===== src/hdl/ptpg_pkg.sv =====
// ----------------------------------------------------------------------------
// ptpg_pkg: shared types and constants for the pulse table PWM generator
// Item and result payloads, mode codes, controller states and the
// command/status bundles between controller and datapath.
// ----------------------------------------------------------------------------
package ptpg_pkg;

  // Default geometry
  localparam int TABLE_DEPTH_DEF = 2048;
  localparam int PIN_COUNT_DEF   = 32;

  // Fixed field widths
  localparam int MODE_W  = 3;
  localparam int PIN_W   = 5;
  localparam int START_W = 11;
  localparam int WIDTH_W = 12;
  localparam int LEVEL_W = 32;
  localparam int POS_W   = 11;
  localparam int CFG_W   = 12;

  // Mode codes
  localparam logic [MODE_W-1:0] MODE_TICK    = 3'd0;
  localparam logic [MODE_W-1:0] MODE_ADD     = 3'd1;
  localparam logic [MODE_W-1:0] MODE_SET     = 3'd2;
  localparam logic [MODE_W-1:0] MODE_CLR_PIN = 3'd3;
  localparam logic [MODE_W-1:0] MODE_CLR_ALL = 3'd4;

  typedef struct packed {
    logic [MODE_W-1:0]  mode;
    logic [PIN_W-1:0]   pin;
    logic [START_W-1:0] start_req;
    logic [WIDTH_W-1:0] width;
  } item_t;

  typedef struct packed {
    logic [LEVEL_W-1:0] pin_levels;
    logic [POS_W-1:0]   position;
  } result_t;

  // What an incoming item asks of the sequencer
  typedef enum logic [1:0] {
    KIND_NONE,
    KIND_TICK,
    KIND_PULSE,
    KIND_SWEEP
  } kind_t;

  typedef enum logic [3:0] {
    ST_CLEAR,
    ST_IDLE,
    ST_MOD,
    ST_WALK,
    ST_POST_RD,
    ST_POST_WR,
    ST_TICK_RD,
    ST_TICK_AP,
    ST_DONE
  } state_t;

  typedef struct packed {
    logic clr_run;
    logic load;
    logic walk_init;
    logic walk_run;
    logic post_rd;
    logic post_wr;
    logic tick_rd;
    logic tick_apply;
    logic out_load;
  } cmd_t;

  typedef struct packed {
    kind_t kind;
    logic  clr_last;
    logic  mod_done;
    logic  walk_done;
    logic  post_need;
    logic  out_free;
  } sts_t;

endpackage


===== src/hdl/ptpg_ctrl.sv =====
// ----------------------------------------------------------------------------
// ptpg_ctrl: sequencer for the pulse table PWM generator
// Runs the clearing pass after reset, then steps each accepted item
// through start reduction, table walk, trailing slot write or tick apply.
// ----------------------------------------------------------------------------
module ptpg_ctrl (
  input  logic            clk,
  input  logic            rst,
  input  logic            item_valid,
  output logic            item_stall,
  input  ptpg_pkg::sts_t  sts,
  output ptpg_pkg::cmd_t  cmd
);
  import ptpg_pkg::*;

  state_t state;
  state_t state_next;

  always_ff @(posedge clk) begin
    if (rst) begin
      state <= ST_CLEAR;
    end else begin
      state <= state_next;
    end
  end

  // Next state
  always_comb begin
    state_next = state;
    case (state)
      ST_CLEAR:   if (sts.clr_last) state_next = ST_IDLE;
      ST_IDLE: begin
        if (item_valid) begin
          case (sts.kind)
            KIND_TICK:  state_next = ST_TICK_RD;
            KIND_PULSE: state_next = ST_MOD;
            KIND_SWEEP: state_next = ST_WALK;
            default:    state_next = ST_DONE;
          endcase
        end
      end
      ST_MOD:     if (sts.mod_done) state_next = ST_WALK;
      ST_WALK: begin
        if (sts.walk_done) state_next = sts.post_need ? ST_POST_RD : ST_DONE;
      end
      ST_POST_RD: state_next = ST_POST_WR;
      ST_POST_WR: state_next = ST_DONE;
      ST_TICK_RD: state_next = ST_TICK_AP;
      ST_TICK_AP: state_next = ST_DONE;
      ST_DONE:    if (sts.out_free) state_next = ST_IDLE;
      default:    state_next = ST_CLEAR;
    endcase
  end

  // Commands
  always_comb begin
    cmd            = '0;
    item_stall     = 1'b1;
    case (state)
      ST_CLEAR:   cmd.clr_run = 1'b1;
      ST_IDLE: begin
        item_stall = 1'b0;
        cmd.load   = item_valid;
      end
      ST_MOD:     cmd.walk_init  = sts.mod_done;
      ST_WALK:    cmd.walk_run   = 1'b1;
      ST_POST_RD: cmd.post_rd    = 1'b1;
      ST_POST_WR: cmd.post_wr    = 1'b1;
      ST_TICK_RD: cmd.tick_rd    = 1'b1;
      ST_TICK_AP: cmd.tick_apply = 1'b1;
      ST_DONE:    cmd.out_load   = sts.out_free;
      default: begin
      end
    endcase
  end

endmodule


===== config.mk =====
export PLATFORM = sky130hd
export DESIGN_NAME = ptpg_ctrl
export DESIGN_NICKNAME = d
export VERILOG_FILES = /design/src/hdl/ptpg_pkg.sv /design/src/hdl/ptpg_ctrl.sv
export SDC_FILE = /design/constraint.sdc
export NUM_CORES = 1
export LEC_CHECK = 0
export BUFFER_PORTS_ARGS = -buffer_cell sky130_fd_sc_hd__clkbuf_2
export CORE_AREA = 10 10 47 49
export DETAILED_ROUTE_END_ITERATION = 8
export DIE_AREA = 0 0 57 59
export GPL_TIMING_DRIVEN = 0
export SLEW_MARGIN = 20
export SYNTH_ARGS = -nofsm -noshare
export SYNTH_HDL_FRONTEND = slang
export SYNTH_SLANG_ARGS = --single-unit

===== constraint.sdc =====
create_clock -name clk -period 1.9 [get_ports clk]
set_input_delay 0.38 -clock clk [delete_from_list [all_inputs] [get_ports clk]]
set_output_delay 0.38 -clock clk [all_outputs]
set_load 0.01 [all_outputs]

Word-level counts from Yosys, hierarchy flattened --
Cells that the tools add are included.
Word-level totals: word-level logic and storage cells 38, bits of input ports 10, output and inout port bits 10, bits in registers 4
Cells by class: equality and inequality tests 16, mux-type cells 18, reductions and logical operators 3
Operator list (count):
- $pmux W4 S8 | 1
- $mux W4 | 6
- $eq A4 B3 Y1 const B | 4
- $pmux W4 S3 | 1
- $mux W1 | 10
- $ne A2 B2 Y1 const B | 5
- $eq A4 B2 Y1 const B | 2
- $reduce_and A5 Y1 | 1
- $eq A2 B2 Y1 const B | 2
- $eq A4 B1 Y1 const B | 1
- $eq A4 B4 Y1 const B | 1
- $logic_not A4 Y1 | 1
- $eq A2 B1 Y1 const B | 1
- $reduce_or A2 Y1 | 1

Longest topological paths before layout --
depth after elaboration 4, depth in mapped cells 5, depth with buffers taken out 4

Worst setup path after synthesis --
OpenSTA, ideal clock, no wires.
path type flip-flop to output port, start point register state[3], end point output port cmd[7] (netlist bit), path buffers 1, data required time 1.520 ns, setup slack 0.392 ns, data arrival time 1.128 ns, stages on the path, launching flop included 4, cells stage by stage dfxtp_1 > clkbuf_1 > or3_1 > nor2_1
RTL lines:
- from (decl) | RTL line ptpg_ctrl.sv:16 | state_t state;
- from (signal assigned) | RTL line ptpg_ctrl.sv:23 | state <= state_next;
- to (decl) | RTL line ptpg_ctrl.sv:12 | output ptpg_pkg::cmd_t cmd

==> impl_metrics.csv <==
group,metric,value,unit
drt,via_per_inst,4.88,
global_route,grt_max_degree,11,
synthesis,synthDistinctLibCells,23,
sta,drv_slew,0,
setup_path,cp_data_arrival_time,1.44,ns
final_layout,mostFrequentLayoutCells,"20 x clkbuf_2, 7 x nor2_1",
sta,finalSetupViolCount,0,
global_route,number_of_global_route_vias_before_repair,407,
drt,drt_drc_violations_left,0,
clocking,cts_inserted_buffers,3,
drt,dr.first_iter.drc_count,19,
run,max_cap_violations,0,
synthesis,synth_adder_area_share,0,%
die,chipWidth,57,µm
final_layout,final_nets,85,
synthesis,post_synth_xor_area_fraction,0,%
setup_path,worst-endpoint-required,1.52,ns
synthesis,synth-compound-area-share,14.9,%
pwr,p_leak,0.000258,µW
final_layout,final_layout_size_suffix_gt1_share,41.1,%
clocking,cts_hold_buffers,0,
global_route,grt.total_usage,6.29,%
synthesis,post_synth_inst_count,51,
clocking,cts-root-to-sink-buffers,2,
sta,totalNegativeSetupSlack,0,ns
setup_path,critical_path.max_fanout,10,
sta,report.final.hold_viol_count,0,
final_layout,fillerInstances,166,
clocking,cts_htree_levels,1,
setup_path,kind_of_critical_path,"reg2out",
setup_path,worst_reg2reg_endpoint,"state[3]",
synthesis,synth-simple-area-share,48.1,%
sta,layout_worst_path_cycle_share,95.6,%
synthesis,main_combinational_cell_family_by_area_after_synthesis,"simple AND/OR/NAND/NOR gates",
die,design.portCount,20,
die,die-area,3360,µm²
placed_design,place_hpwl,868,µm
sta,fmax,551,MHz
pwr,pwr_per_cell_area,1000,nW/µm²
setup_path,timing.rr.start,"state[1]",
min_path,worstHoldPathType,"in2reg",
sta,grt_setup_unrepaired,"no",
drt,post_drt_wl_per_cell,11.9,µm
sta,final.setup_skew,0.000562,ns
final_layout,layout.cells.most_common,"clkbuf_2",
status,run_status,"finished, final reports clean",
final_layout,largest_register_ff_count,4,
final_layout,regMostFlops,"state",
drt,postRouteAntennaNets,0,
setup_path,endpoint_kind,"output pin",
final_layout,antennaDiodeCount,0,
die,die_y,59,µm
clocking,tritoncts,"done",
synthesis,yosys_warnings,0,
placed_design,place.port_buffers,19,
final_layout,biggestRegsByFlops,"state x4",
min_path,min-delay-start,"rst",
sta,max_slew.worst_pin.slew,0.365,ns
setup_path,critPathLaunch,"state[1]",
die,cell_rows,14,
die,initial_utilization,26.3,%
placed_design,postPlaceCellArea,484,µm²
global_route,grt_first_pass_wirelength,1770,µm
synthesis,synth_seq_area_share,21.7,%
clocking,clock-root-buffer,"clkbuf_4",
final_layout,layout-area-overhead-vs-synth,40.3,%
final_layout,finalInstanceArea,518,µm²
synthesis,ys_ff_latch,4,
placed_design,gp_routability_congestion,0.725,
pwr,vdd_ir_drop_max,0.231,mV
global_route,grt-ovfl-total,0,
sta,timing.slew.headroom,75.5,%
setup_path,regToRegSetupSlack,0.29,ns
die,floorplan.core_area,1400,µm²
drt,routed_wl,1060,µm
clocking,cts.clk_slew.worst_paths,0.04,ns
synthesis,synthesis.area,369,µm²
drt,drt_pass1_iterations,4,
synthesis,postSynthNetCount,61,
setup_path,worst-r2r-cell-count,4,
setup_path,start_kind,"register",
drt,num_vias,434,
synthesis,muxShareOfSynthArea,9.49,%
setup_path,endpoint,"cmd[7]",
global_route,antenna_found_initial,0,
sta,min_period,1.82,ns
clocking,insertion_delay_to_the_later_sink_of_the_worst_skew_pair,0.23,ns
clocking,numClockSinks,4,
synthesis,post_synth.cell_area_avg,7.24,µm²
critical path: stages (launching register included):
cell and delay, ns:
dfxtp_1 0.38, clkbuf_4 0.21, or3_1 0.37, nor2_1 0.10
clkbuf_2 0.14
cells by family after synthesis:
| logic type | count (synthesis) |
|---|---|
| AO/OA/AOI/OAI | 8 |
| AND/OR/NAND/NOR | 31 |
| multiplexers | 3 |
| flip-flops | 4 |
| buffers and inverters | 5 |
how the worst min path moves through the flow:
stage,to,slack (ns),depth (start not counted)
final,state[0],0.36,2
after detailed placement,state[0],0.60,2
after global placement,state[0],0.61,2
after global routing,state[0],0.36,2
after floorplan,state[0],0.45,1
after CTS,state[0],0.36,2
repair_timing:
item	in CTS	in global routing
buffers inserted	0	0
hold endpoints to repair	0	0
endpoints found under the setup margin	0	1
gates resized for setup	0	4
report_power, final:
| group | switching, µW | internal [µW] |
|---|---|---|
| registers | 21.7 | 102 |
| logic | 155 | 136 |
| clock network | 33.8 | 70.6 |
| total | 210 | 308 |
area by class of cell:
| class | instances | area, µm² | share of cell area [%] |
|---|---|---|---|
| multi-input combinational | 42 | 275 | 53.1 |
| timing repair buffer | 19 | 95.1 | 18.4 |
| sequential | 4 | 80.1 | 15.5 |
| clock buffer | 3 | 22.5 | 4.35 |
| tap | 16 | 20.0 | 3.86 |
| buffer | 3 | 17.5 | 3.38 |
| inverter | 2 | 7.51 | 1.45 |
metal layers:
metal / share of wire [%] / global-route usage (%)
met1: 48 / 7.54
met2: 46 / 9.46
met3: 6.4 / 2.58
met4: 0 / 3.02
met5: 0 / 0
stage by stage:
stage	instances	worst slack [ns]	hold slack [ns]	total power [µW]	util, %
final	89	0.0835	0.362	518	37.0
after global routing	89	0.00193	0.356	566	37.0
after CTS	89	0.0452	0.355	515	36.2
after detailed placement	86	0.294	0.602	405	34.6
after global placement	86	0.307	0.608	403	34.6
after floorplan	51	0.392	0.449	322	-
cell usage after synthesis:
| cell | number | area share, % |
|---|---|---|
| nor2b_1 | 1 | 1.7 |
| o31ai_1 | 1 | 2.0 |
| a21oi_1 | 2 | 2.7 |
| inv_1 | 2 | 2.0 |
| a22oi_2 | 1 | 3.4 |
| clkbuf_1 | 1 | 1.0 |
| mux2i_1 | 2 | 5.4 |
| nor3_1 | 4 | 5.4 |
| and2_4 | 1 | 2.4 |
| mux2_4 | 1 | 4.1 |
| nand2_1 | 3 | 3.1 |
| dfxtp_1 | 4 | 22 |
| buf_2 | 2 | 2.7 |
| nor4_1 | 2 | 3.4 |
| a41o_1 | 1 | 2.7 |
| nand2b_1 | 5 | 8.5 |
| o21ai_0 | 3 | 4.1 |
| and2_1 | 1 | 1.7 |
| nor2_1 | 7 | 7.1 |
| nor3b_1 | 2 | 4.1 |
| or3_1 | 2 | 3.4 |
| nor4b_2 | 1 | 4.1 |
| and3_1 | 2 | 3.4 |
Note: power is estimated with default switching activity, not from simulation.
